<file path="config.mk">
export PLATFORM = sky130hd
export DESIGN_NAME = ref_counted_pool_allocator_top
export DESIGN_NICKNAME = d
export VERILOG_FILES = /design/src/hdl/rcpa_pkg.sv /design/src/hdl/rcpa_front.sv /design/src/hdl/rcpa_back.sv /design/src/hdl/ref_counted_pool_allocator_top.sv
export SDC_FILE = /design/constraint.sdc
export NUM_CORES = 2
export LEC_CHECK = 0
export BUFFER_PORTS_ARGS = -buffer_cell sky130_fd_sc_hd__buf_2
export CAP_MARGIN = 30
export CORE_ASPECT_RATIO = 2
export CORE_MARGIN = 4
export CORE_UTILIZATION = 30
export DETAILED_ROUTE_END_ITERATION = 7
export HOLD_SLACK_MARGIN = 0.15
export PLACE_DENSITY = 0.45
export SLEW_MARGIN = 40
export SYNTH_ARGS = -nofsm -noshare
export SYNTH_HDL_FRONTEND = slang
export SYNTH_SLANG_ARGS = --single-unit
</file>
<file path="constraint.sdc">
create_clock -name i_clk -period 10.6 [get_ports i_clk]
set_input_delay 1.59 -clock i_clk [delete_from_list [all_inputs] [get_ports i_clk]]
set_output_delay 1.59 -clock i_clk [all_outputs]
set_load 0.05 [all_outputs]
</file>
<file path="src/hdl/rcpa_pkg.sv">
// Shared types and constants for the reference-counted pool allocator.
// No dependencies; imported by rcpa_front, rcpa_back and the top level.
package rcpa_pkg;

    // Default sizing of the pool
    localparam int DEF_POOL_ENTRIES = 64;
    localparam int DEF_COUNT_BITS   = 16;

    // Fixed payload widths
    localparam int ACTION_W    = 2;
    localparam int SLOT_W      = 6;
    localparam int STATUS_W    = 2;
    localparam int OUT_COUNT_W = 16;

    // Action codes on the input channel
    localparam logic [ACTION_W-1:0] ACT_ALLOC = 2'd0;
    localparam logic [ACTION_W-1:0] ACT_ADD   = 2'd1;
    localparam logic [ACTION_W-1:0] ACT_DROP  = 2'd2;

    // Status codes on the result channel
    localparam logic [STATUS_W-1:0] ST_OK        = 2'd0;
    localparam logic [STATUS_W-1:0] ST_EMPTY     = 2'd1;
    localparam logic [STATUS_W-1:0] ST_NOT_ALLOC = 2'd2;
    localparam logic [STATUS_W-1:0] ST_AT_MAX    = 2'd3;

    // Decoded operation
    typedef enum logic [1:0] {
        OP_ALLOC,
        OP_ADD,
        OP_DROP,
        OP_NOP
    } t_op;

    // Classified request, front to back
    typedef struct packed {
        t_op               op;
        logic [SLOT_W-1:0] slot;
        logic              in_range;
    } t_req;

endpackage

</file>
<file path="src/hdl/rcpa_front.sv">
// Front end: accepts input items, decodes and range-checks them, and
// buffers them in a two-entry queue for the back end. Uses rcpa_pkg.
module rcpa_front
    import rcpa_pkg::*;
#(
    parameter int POOL_ENTRIES = DEF_POOL_ENTRIES
) (
    input  logic                i_clk,
    input  logic                i_rst_n,
    input  logic                i_in_valid,
    output logic                o_in_ready,
    input  logic [ACTION_W-1:0] i_action,
    input  logic [SLOT_W-1:0]   i_slot,
    input  logic                i_init_done,
    output logic                o_q_valid,
    input  logic                i_q_ready,
    output t_req                o_q_req
);

    t_req       r_mem [2];
    logic       r_wptr;
    logic       r_rptr;
    logic [1:0] r_fill;
    t_req       w_req;
    logic       w_push;
    logic       w_pop;

    // Decode the action and check the slot against the pool size
    always_comb begin
        case (i_action)
            ACT_ALLOC: w_req.op = OP_ALLOC;
            ACT_ADD:   w_req.op = OP_ADD;
            ACT_DROP:  w_req.op = OP_DROP;
            default:   w_req.op = OP_NOP;
        endcase
        w_req.slot     = i_slot;
        w_req.in_range = (32'(i_slot) < POOL_ENTRIES);
    end

    // No items taken while the back end clears its memories
    assign o_in_ready = (r_fill != 2'd2) && i_init_done;
    assign w_push     = i_in_valid && o_in_ready;
    assign o_q_valid  = (r_fill != 2'd0);
    assign w_pop      = o_q_valid && i_q_ready;
    assign o_q_req    = r_mem[r_rptr];

    // Queue storage
    always_ff @(posedge i_clk) begin
        if (w_push) begin
            r_mem[r_wptr] <= w_req;
        end
    end

    // Queue pointers and fill level
    always_ff @(posedge i_clk) begin
        if (!i_rst_n) begin
            r_wptr <= 1'b0;
            r_rptr <= 1'b0;
            r_fill <= 2'd0;
        end else begin
            if (w_push) begin
                r_wptr <= ~r_wptr;
            end
            if (w_pop) begin
                r_rptr <= ~r_rptr;
            end
            case ({w_push, w_pop})
                2'b10:   r_fill <= r_fill + 2'd1;
                2'b01:   r_fill <= r_fill - 2'd1;
                default: r_fill <= r_fill;
            endcase
        end
    end

endmodule

</file>
<file path="src/hdl/rcpa_back.sv">
// Back end: reference count memory, free-slot stack memory, the execute
// sequencer and the result register. Uses rcpa_pkg.
module rcpa_back
    import rcpa_pkg::*;
#(
    parameter int POOL_ENTRIES = DEF_POOL_ENTRIES,
    parameter int COUNT_BITS   = DEF_COUNT_BITS
) (
    input  logic                   i_clk,
    input  logic                   i_rst_n,
    input  logic                   i_q_valid,
    output logic                   o_q_ready,
    input  t_req                   i_q_req,
    output logic                   o_init_done,
    output logic                   o_out_valid,
    input  logic                   i_out_ready,
    output logic [STATUS_W-1:0]    o_status,
    output logic [SLOT_W-1:0]      o_granted_slot,
    output logic [OUT_COUNT_W-1:0] o_new_count,
    output logic                   o_released
);

    localparam int IDX_W   = (POOL_ENTRIES > 1) ? $clog2(POOL_ENTRIES) : 1;
    localparam int DEPTH_W = $clog2(POOL_ENTRIES + 1);

    typedef enum logic [1:0] {
        S_CLEAR,
        S_IDLE,
        S_EXEC
    } t_state;

    // Memories
    logic [COUNT_BITS-1:0] r_cnt_mem [POOL_ENTRIES];
    logic [IDX_W-1:0]      r_stk_mem [POOL_ENTRIES];
    logic [COUNT_BITS-1:0] r_cnt_rd;
    logic [IDX_W-1:0]      r_stk_rd;

    // Control and result registers
    t_state                r_state;
    logic [IDX_W-1:0]      r_clr;
    logic [DEPTH_W-1:0]    r_depth;
    t_req                  r_req;
    logic                  r_o_valid;
    logic [STATUS_W-1:0]   r_status;
    logic [SLOT_W-1:0]     r_gslot;
    logic [OUT_COUNT_W-1:0] r_ncount;
    logic                  r_released;

    // Execute results
    logic                  w_fire;
    logic [COUNT_BITS-1:0] w_cnt;
    logic [STATUS_W-1:0]   e_status;
    logic [SLOT_W-1:0]     e_gslot;
    logic [COUNT_BITS-1:0] e_ncount;
    logic                  e_released;
    logic                  e_cnt_we;
    logic [IDX_W-1:0]      e_cnt_wa;
    logic [COUNT_BITS-1:0] e_cnt_wd;
    logic                  e_push;
    logic                  e_pop;
    logic [DEPTH_W-1:0]    n_depth;

    // Memory write ports
    logic                  w_cnt_we;
    logic [IDX_W-1:0]      w_cnt_wa;
    logic [COUNT_BITS-1:0] w_cnt_wd;
    logic                  w_stk_we;
    logic [IDX_W-1:0]      w_stk_wa;
    logic [IDX_W-1:0]      w_stk_wd;

    assign o_q_ready   = (r_state == S_IDLE);
    assign o_init_done = (r_state != S_CLEAR);
    assign w_fire      = (r_state == S_EXEC) && (!r_o_valid || i_out_ready);
    assign w_cnt       = r_req.in_range ? r_cnt_rd : '0;

    // Execute one operation on the registered memory reads
    always_comb begin
        e_status   = ST_OK;
        e_gslot    = r_req.slot;
        e_ncount   = '0;
        e_released = 1'b0;
        e_cnt_we   = 1'b0;
        e_cnt_wa   = IDX_W'(r_req.slot);
        e_cnt_wd   = '0;
        e_push     = 1'b0;
        e_pop      = 1'b0;
        case (r_req.op)
            OP_ALLOC: begin
                if (r_depth == '0) begin
                    e_status = ST_EMPTY;
                    e_gslot  = '0;
                end else begin
                    e_pop    = 1'b1;
                    e_gslot  = SLOT_W'(r_stk_rd);
                    e_ncount = COUNT_BITS'(1);
                    e_cnt_we = 1'b1;
                    e_cnt_wa = r_stk_rd;
                    e_cnt_wd = COUNT_BITS'(1);
                end
            end
            OP_ADD: begin
                if (w_cnt == '0) begin
                    e_status = ST_NOT_ALLOC;
                end else if (&w_cnt) begin
                    e_status = ST_AT_MAX;
                    e_ncount = w_cnt;
                end else begin
                    e_ncount = w_cnt + COUNT_BITS'(1);
                    e_cnt_we = 1'b1;
                    e_cnt_wd = w_cnt + COUNT_BITS'(1);
                end
            end
            OP_DROP: begin
                if (w_cnt == '0) begin
                    e_status = ST_NOT_ALLOC;
                end else begin
                    // count of one: slot goes back on the free stack if it is not full
                    e_ncount   = w_cnt - COUNT_BITS'(1);
                    e_cnt_we   = 1'b1;
                    e_cnt_wd   = w_cnt - COUNT_BITS'(1);
                    e_released = (w_cnt == COUNT_BITS'(1));
                    e_push     = e_released && (r_depth < DEPTH_W'(POOL_ENTRIES));
                end
            end
            default: begin
                e_ncount = w_cnt;
            end
        endcase
    end

    // Stack depth update; the stack is full once the clearing pass ends
    always_comb begin
        n_depth = r_depth;
        if (r_state == S_CLEAR && r_clr == IDX_W'(POOL_ENTRIES - 1)) begin
            n_depth = DEPTH_W'(POOL_ENTRIES);
        end else if (w_fire && e_pop) begin
            n_depth = r_depth - DEPTH_W'(1);
        end else if (w_fire && e_push) begin
            n_depth = r_depth + DEPTH_W'(1);
        end
    end

    // Write port muxing: clearing pass or execute
    always_comb begin
        if (r_state == S_CLEAR) begin
            w_cnt_we = 1'b1;
            w_cnt_wa = r_clr;
            w_cnt_wd = '0;
            w_stk_we = 1'b1;
            w_stk_wa = r_clr;
            w_stk_wd = r_clr;
        end else begin
            w_cnt_we = w_fire && e_cnt_we;
            w_cnt_wa = e_cnt_wa;
            w_cnt_wd = e_cnt_wd;
            w_stk_we = w_fire && e_push;
            w_stk_wa = IDX_W'(r_depth);
            w_stk_wd = IDX_W'(r_req.slot);
        end
    end

    // Count memory, read at the queue head when the back end takes an item
    always_ff @(posedge i_clk) begin
        if (w_cnt_we) begin
            r_cnt_mem[w_cnt_wa] <= w_cnt_wd;
        end
        if (r_state == S_IDLE) begin
            r_cnt_rd <= r_cnt_mem[IDX_W'(i_q_req.slot)];
        end
    end

    // Free stack memory, read at the top of stack
    always_ff @(posedge i_clk) begin
        if (w_stk_we) begin
            r_stk_mem[w_stk_wa] <= w_stk_wd;
        end
        r_stk_rd <= r_stk_mem[IDX_W'(r_depth - DEPTH_W'(1))];
    end

    // Sequencer and result register
    always_ff @(posedge i_clk) begin
        if (!i_rst_n) begin
            r_state   <= S_CLEAR;
            r_clr     <= '0;
            r_depth   <= '0;
            r_o_valid <= 1'b0;
        end else begin
            r_depth <= n_depth;
            if (w_fire) begin
                r_o_valid <= 1'b1;
            end else if (i_out_ready) begin
                r_o_valid <= 1'b0;
            end
            case (r_state)
                S_CLEAR: begin
                    r_clr <= r_clr + IDX_W'(1);
                    if (r_clr == IDX_W'(POOL_ENTRIES - 1)) begin
                        r_state <= S_IDLE;
                    end
                end
                S_IDLE: begin
                    if (i_q_valid) begin
                        r_state <= S_EXEC;
                    end
                end
                S_EXEC: begin
                    if (w_fire) begin
                        r_state <= S_IDLE;
                    end
                end
                default: begin
                    r_state <= S_IDLE;
                end
            endcase
            if (r_state == S_IDLE && i_q_valid) begin
                r_req <= i_q_req;
            end
            if (w_fire) begin
                r_status   <= e_status;
                r_gslot    <= e_gslot;
                r_ncount   <= OUT_COUNT_W'(e_ncount);
                r_released <= e_released;
            end
        end
    end

    assign o_out_valid    = r_o_valid;
    assign o_status       = r_status;
    assign o_granted_slot = r_gslot;
    assign o_new_count    = r_ncount;
    assign o_released     = r_released;

endmodule

</file>
<file path="src/hdl/ref_counted_pool_allocator_top.sv">
// Top level of the reference-counted pool allocator.
// Instantiates rcpa_front and rcpa_back; uses rcpa_pkg.
//
// Pool of POOL_ENTRIES slots with a COUNT_BITS-bit reference count each and
// a last-in-first-out free stack; after reset the highest index is handed
// out first. Each item (allocate, add reference, drop reference) gives one
// result item. After reset the block runs a clearing pass over every entry
// of the count and stack memories and takes no item until it is done.
// The front end decodes items into a two-entry queue; the back end
// handles each item with a registered read of the count and free-stack
// memories in S_IDLE, then executes and writes back in S_EXEC, and takes
// the next item only once back in S_IDLE. The result register lets the
// next item be taken while a result waits on o_out_valid.
module ref_counted_pool_allocator_top
    import rcpa_pkg::*;
#(
    parameter int POOL_ENTRIES = DEF_POOL_ENTRIES,
    parameter int COUNT_BITS   = DEF_COUNT_BITS
) (
    input  logic                   i_clk,
    input  logic                   i_rst_n,
    input  logic                   i_in_valid,
    output logic                   o_in_ready,
    input  logic [ACTION_W-1:0]    i_action,
    input  logic [SLOT_W-1:0]      i_slot,
    output logic                   o_out_valid,
    input  logic                   i_out_ready,
    output logic [STATUS_W-1:0]    o_status,
    output logic [SLOT_W-1:0]      o_granted_slot,
    output logic [OUT_COUNT_W-1:0] o_new_count,
    output logic                   o_released
);

    logic w_q_valid;
    logic w_q_ready;
    t_req w_q_req;
    logic w_init_done;

    // Decode and queue
    rcpa_front #(
        .POOL_ENTRIES (POOL_ENTRIES)
    ) u_front (
        .i_clk       (i_clk),
        .i_rst_n     (i_rst_n),
        .i_in_valid  (i_in_valid),
        .o_in_ready  (o_in_ready),
        .i_action    (i_action),
        .i_slot      (i_slot),
        .i_init_done (w_init_done),
        .o_q_valid   (w_q_valid),
        .i_q_ready   (w_q_ready),
        .o_q_req     (w_q_req)
    );

    // Memories and execute
    rcpa_back #(
        .POOL_ENTRIES (POOL_ENTRIES),
        .COUNT_BITS   (COUNT_BITS)
    ) u_back (
        .i_clk          (i_clk),
        .i_rst_n        (i_rst_n),
        .i_q_valid      (w_q_valid),
        .o_q_ready      (w_q_ready),
        .i_q_req        (w_q_req),
        .o_init_done    (w_init_done),
        .o_out_valid    (o_out_valid),
        .i_out_ready    (i_out_ready),
        .o_status       (o_status),
        .o_granted_slot (o_granted_slot),
        .o_new_count    (o_new_count),
        .o_released     (o_released)
    );

endmodule
</file>
## Word level (Yosys, flattened, before mapping)

Memory sizes are Yosys's and may differ from the RTL's. A register that Yosys moved wholly into a read port is not among the register bits.
Cells that the tools add are included.

| cells by class | value |
|---|---|
| equality and inequality tests | 14 |
| mux-type cells | 51 |
| magnitude comparators | 1 |
| reduce and logical (&&, ||, !) cells | 28 |
| add/sub/neg operators | 7 |
| bitwise logic cells | 4 |

Operators by type and width:

| operator | count |
|---|---|
| 16-bit 2-to-1 mux | 7 |
| 16-bit case mux with 3 select lines | 2 |
| 6-bit 2-to-1 mux | 7 |
| 1-bit 2-to-1 mux | 21 |
| 7-bit 2-to-1 mux | 3 |
| 2-bit case mux with 3 select lines | 3 |
| 16-bit by 1-bit adder with 16-bit output, second input constant | 1 |
| 16-bit by 1-bit == test with 1-bit output, second input constant | 1 |
| 16-bit logical NOT | 1 |
| 16-bit AND reduction | 1 |
| 16-bit by 1-bit subtractor with 16-bit output, second input constant | 1 |
| 2-bit 2-to-1 mux | 6 |
| 2-bit nonzero test | 5 |
| 1-bit logical AND | 9 |
| 2-bit by 1-bit == test with 1-bit output, second input constant | 4 |
| 2-bit == test, second input constant | 4 |
| 7-bit by 1-bit adder with 7-bit output, second input constant | 1 |
| 7-bit logical NOT | 1 |
| 7-bit < comparator, second input constant | 1 |
| 7-bit by 1-bit subtractor with 7-bit output, second input constant | 1 |
| 6-bit by 1-bit adder with 6-bit output, second input constant | 1 |
| 6-bit == test, second input constant | 1 |
| 2-bit logical NOT | 3 |
| 2-bit by 1-bit != test with 1-bit output, second input constant | 2 |
| 12 further kinds | 18 |

| storage, ports and cells | value |
|---|---|
| memory bits (writable) | 1424 |
| memories | 3 |
| flip-flop bits (word level) | 54 |
| logic and storage cells | 123 |
| output and inout bits | 27 |
| input port bits | 12 |

Memory list:

| memory | words | bits a word | rd ports | clocked after memory_dff | write ports | line | RTL |
|---|---|---|---|---|---|---|---|
| u_back.r_cnt_mem | 64 | 16 | 1 | 1 | 1 | rcpa_back.sv:33 | `logic [COUNT_BITS-1:0] r_cnt_mem [POOL_ENTRIES];` |
| u_back.r_stk_mem | 64 | 6 | 1 | 1 | 1 | rcpa_back.sv:34 | `logic [IDX_W-1:0] r_stk_mem [POOL_ENTRIES];` |
| u_front.r_mem | 2 | 8 | 1 | 1 | 1 | rcpa_front.sv:20 | `t_req r_mem [2];` |

## Longest topological paths before layout

| depth | value |
|---|---|
| word-level depth | 9 |
| depth in mapped cells | 15 |
| gate-level depth less buffers | 9 |

## Hierarchy

From an unflattened synthesis, not the netlist that was laid out.

| unflattened totals | value |
|---|---|
| cells, all modules | 2913 |
| area total of the unflattened synthesis | 59588.4 um^2 |

By module, submodules not included:

| module | cells each | area each (um^2) | instances | seq. area each (um^2) |
|---|---|---|---|---|
| rcpa_back | 2859 | 58755.1 | 1 | 44222.4 |
| rcpa_front | 54 | 833.3 | 1 | 580.6 |

## Least setup slack after synthesis

Ideal clock, no wire load.

| timing path | value |
|---|---|
| path type | flip-flop to flip-flop |
| start | register u_back.r_cnt_rd[3], read port of u_back.r_cnt_mem |
| end | memory u_back.r_cnt_mem[0][10] (netlist name), data pin |
| arrival | 4.635 ns |
| clock period less this slack | 5.355 ns |
| stages on the path, launching flop included | 6 |
| path buffers | 0 |
| library setup time | 0.721 ns |
| required time | 9.879 ns |
| slack | 5.245 ns |
| path through | edfxtp_1 -> or4_4 -> or3_4 -> nor4b_1 -> a211oi_2 -> a211oi_1 |

| on the way | value |
|---|---|
| word-level cells in the longest chain between the ends | 6 |
| elaborated cells between the ends (all ways) | 10 |
| those cells by class | add/sub: 2; mux: 6; reduce/logical: 2 |

RTL lines:

| element | line | RTL |
|---|---|---|
| from (decl) | rcpa_back.sv:35 | `logic [COUNT_BITS-1:0] r_cnt_rd;` |
| 16-bit 2-to-1 mux (*) | rcpa_back.sv:74 | `assign w_cnt = r_req.in_range ? r_cnt_rd : '0;` |
| 16-bit by 1-bit adder with 16-bit output / 16-bit AND reduction (equally long branches) | rcpa_back.sv:110, rcpa_back.sv:104 |  |
| 16-bit 2-to-1 mux | rcpa_back.sv:104 | `end else if (&w_cnt) begin` |
| 16-bit 2-to-1 mux | rcpa_back.sv:102 | `if (w_cnt == '0) begin` |
| 16-bit case mux with 3 select lines (*) | rcpa_back.sv:87 | `case (r_req.op)` |
| 16-bit 2-to-1 mux (*) | rcpa_back.sv:145 | `if (r_state == S_CLEAR) begin` |
| named net u_back.w_cnt_wd[10] | rcpa_back.sv:66 | `logic [COUNT_BITS-1:0] w_cnt_wd;` |
| to (decl) | rcpa_back.sv:33 |  |

Mark *: on every way through the listed nets, which the timed path passes. The rest lies on a longest branch.

==> impl_metrics.csv <==
group,metric,value,unit
status,status,"complete, no violations",
cts,cts_num_sinks,1500,
route,ant_nets,0,
route,drtIter0Drc,3478,
sta,setup_slack,5.677,ns
setup_path,path_buf_inv,3,
setup_path,start_kind,"register",
hold_path,hold_class,"register to register",
cts,cts_resized,0,
grt,grt_antenna_before_repair,11,
synth,avgSynthCellArea,12.72,um^2
synth,ys_ff_latch,1500,
synth,mappedNetlistArea,67620,um^2
sta,worst_pin_slew,0.9956,ns
synth,synth-compound-area-share,0.1390,
die,chipHeight,679.4,um
grt,grt_max_degree,178,
power,power.density,153.6,nW/um^2
synth,synth_simple_gate_area_share,0.1206,
synth,synth_top_family_by_area,"compound AO/OA/AOI/OAI gates",
cts,clock_latency,0.83,ns
cts,clk_pin_slew_worst_paths,0.07,ns
synth,syn_inst,5318,
cts,cts_buffers,147,
cts,cts_hold_buf,0,
setup_path,path_max_fanout,131,
setup_path,critPathCaptureType,"register",
placed_design,detailed_place_hpwl,149900,um
cts,clockBufferDepth,4,
setup_path,worst_path_max_delay_cell,"mux2_8",
synth,synth.area.mux_share,0.03873,
route,route.detailed.drc,0,
finish,final_nets,5339,
placed_design,port_buffers,38,
die,initial_core_util,0.3014,
die,die_w,343.7,um
finish,areaGrowthSynthToFinish,13.64,%
power,power,11.80,mW
synth,synth-adder-area-share,0.001665,
synth,synth_flop_cell,"edfxtp_1",
die,rows,246,
route,first_pass_iters,6,
setup_path,crit_chain,"buf_12, mux2_8, buf_4, buf_4, a21oi_1, o21ai_0, nand4_1, or2_0, a211oi_1",
finish,final_common_cell,"edfxtp_1",
placed_design,place_congestion,0.8392,
die,core_area,224400,um^2
sta,setup_viol,0,
finish,drive_gt1_frac,0.1185,
cts,cts_tree,"built",
power,max-vdd-ir-drop,0.0001404,V
placed_design,post-place-ws,5.607,ns
synth,synth_edf_count,1473,
route,drt-wirelength-per-cell,27.81,um
setup_path,crit_family,"buffers and inverters",
route,wl,233700,um
sta,finClkSkew,0.06691,ns
sta,maxSlewHeadroom,0.3363,
sta,rsz0062_at_grt,"false",
sta,slew_viol_final,0,
setup_path,worst_ep_arrival_time,5.50,ns
grt,grtUsageTotal,0.1952,
finish,final_cell_mix,"edfxtp_1, o21ai_0, nand2b_1, a21oi_1, inv_1",
setup_path,cp_common_cell,"buf_4",
run,cap_violations,0,
setup_path,cp_slowest_stage_delay,0.81,ns
synth,ys_types,88,
sta,fin_crit,4.923,ns
route,viasPerCell,5.282,
sta,setup-tns-final,0,ns
setup_path,crit_required,11.17,ns
route,num_vias,44390,
synth,yosys_warnings,0,
sta,fin_crit_sh,0.4645,
die,io_pins,39,
synth,synth_xor_area_frac,0.002979,
synth,syn_nets,5339,
setup_path,path_class,"register to register",
sta,max_clock_freq,203.1,MHz
synth,async_flop_share,0,
grt,overflow,0,
setup_path,rrSetupSlack,5.68,ns
die,die-area,233500,um^2
sta,finalHoldViolations,0,
synth,synth-seq-area-share,0.6621,
power,leakage,24.70,nW
cts,cts_root_buffer,"clkbuf_16",
grt,grt_pass1_vias,44160,
cts,cts-htree-levels,4,
cts,post-cts-setup-buffer-count,0,
grt,grt_pass1_wl,328800,um
sta,whs,0.5163,ns
[path summary, 6_finish.rpt]
| check | startpoint | end | cells after the start |
|---|---|---|---|
| worst min-delay path | u_front.r_rptr | u_front.r_rptr | 2 |
| worst max-delay path | u_front.r_mem[1][0] | u_back.r_cnt_rd[8] | 9 |
| worst min register to register | u_front.r_rptr | u_front.r_rptr | 2 |
| worst max register to register | u_front.r_mem[1][0] | u_back.r_cnt_rd[8] | 9 |
[Yosys cell counts (47+ instances only)]
library cell	n	share of area
inv_1	273	0.015
nor3_1	133	0.0098
clkbuf_1	270	0.015
a22oi_1	271	0.030
nand2_1	132	0.0073
o21ai_0	667	0.049
mux4_2	108	0.036
nand4_1	47	0.0043
and2_1	246	0.023
nand2b_1	522	0.048
edfxtp_1	1473	0.65
o22ai_1	233	0.022
a21oi_1	289	0.021
nor2_1	228	0.013
[routing by layer]
metal  vias to the layer above  share of wire  global-route usage
met1                     22790           0.34              0.2017
met2                      1224           0.55              0.3731
li1                      19970              -                   -
met4                         0          0.075              0.1240
met5                         -              0                   0
met3                       410          0.033             0.01720
[sequential cells by signal (all words and copies together), names as in the netlist, named ones only]
name,count
u_front.r_rptr,1
u_back.o_released,1
u_back.o_granted_slot,6
u_back.r_state,2
u_front.r_wptr,1
u_back.o_out_valid,1
u_front.r_mem,16
u_back.o_new_count,16
u_back.r_cnt_mem,1024
u_back.r_clr,6
u_back.r_depth,7
u_back.r_req,8
u_back.r_stk_mem,384
u_back.o_status,2
u_back.r_cnt_rd,16
u_back.r_stk_rd,6
u_front.r_fill,2
[logic make-up after synthesis]
family / Yosys count
fa+ha+maj: 9
flops: 1500
simple gates: 1460
compound gates: 1590
buf+inv: 610
xor+xnor: 23
mux: 126
[through the flow]
step                      std cells  instance area, um^2    util
final                          8404                76840  0.3425
after floorplan                5318                67620       -
after global placement         8133                71770  0.3199
after global routing           8398                76830  0.3424
after CTS                      8393                76740  0.3420
after detailed placement       8142                72180  0.3217
[worst min-delay path, cell delays in order, from the launching register on]
cell,delay [ns]
dfxtp_1,0.33
xnor2_1,0.09
nor2_1,0.07
[layout make-up]
cell class              instances  area [um^2]
fillers                     21750       147500
flip-flops and latches       1500        44780
diodes                          8        20.02
multi-input cells            3208        21150
inverters                     274         1028
repair buffers                187         1579
well taps                    2976         3724
clock buffers                 177         3876
clock inverters                74        686.9
[report_power, final]
group,switching [mW],internal [mW],total [mW]
sequential,0.0114,6.47,6.48
clock,2.32,2.90,5.22
combinational,0.0906,0.0203,0.111
No activity file was read; power rests on OpenSTA's default activity.
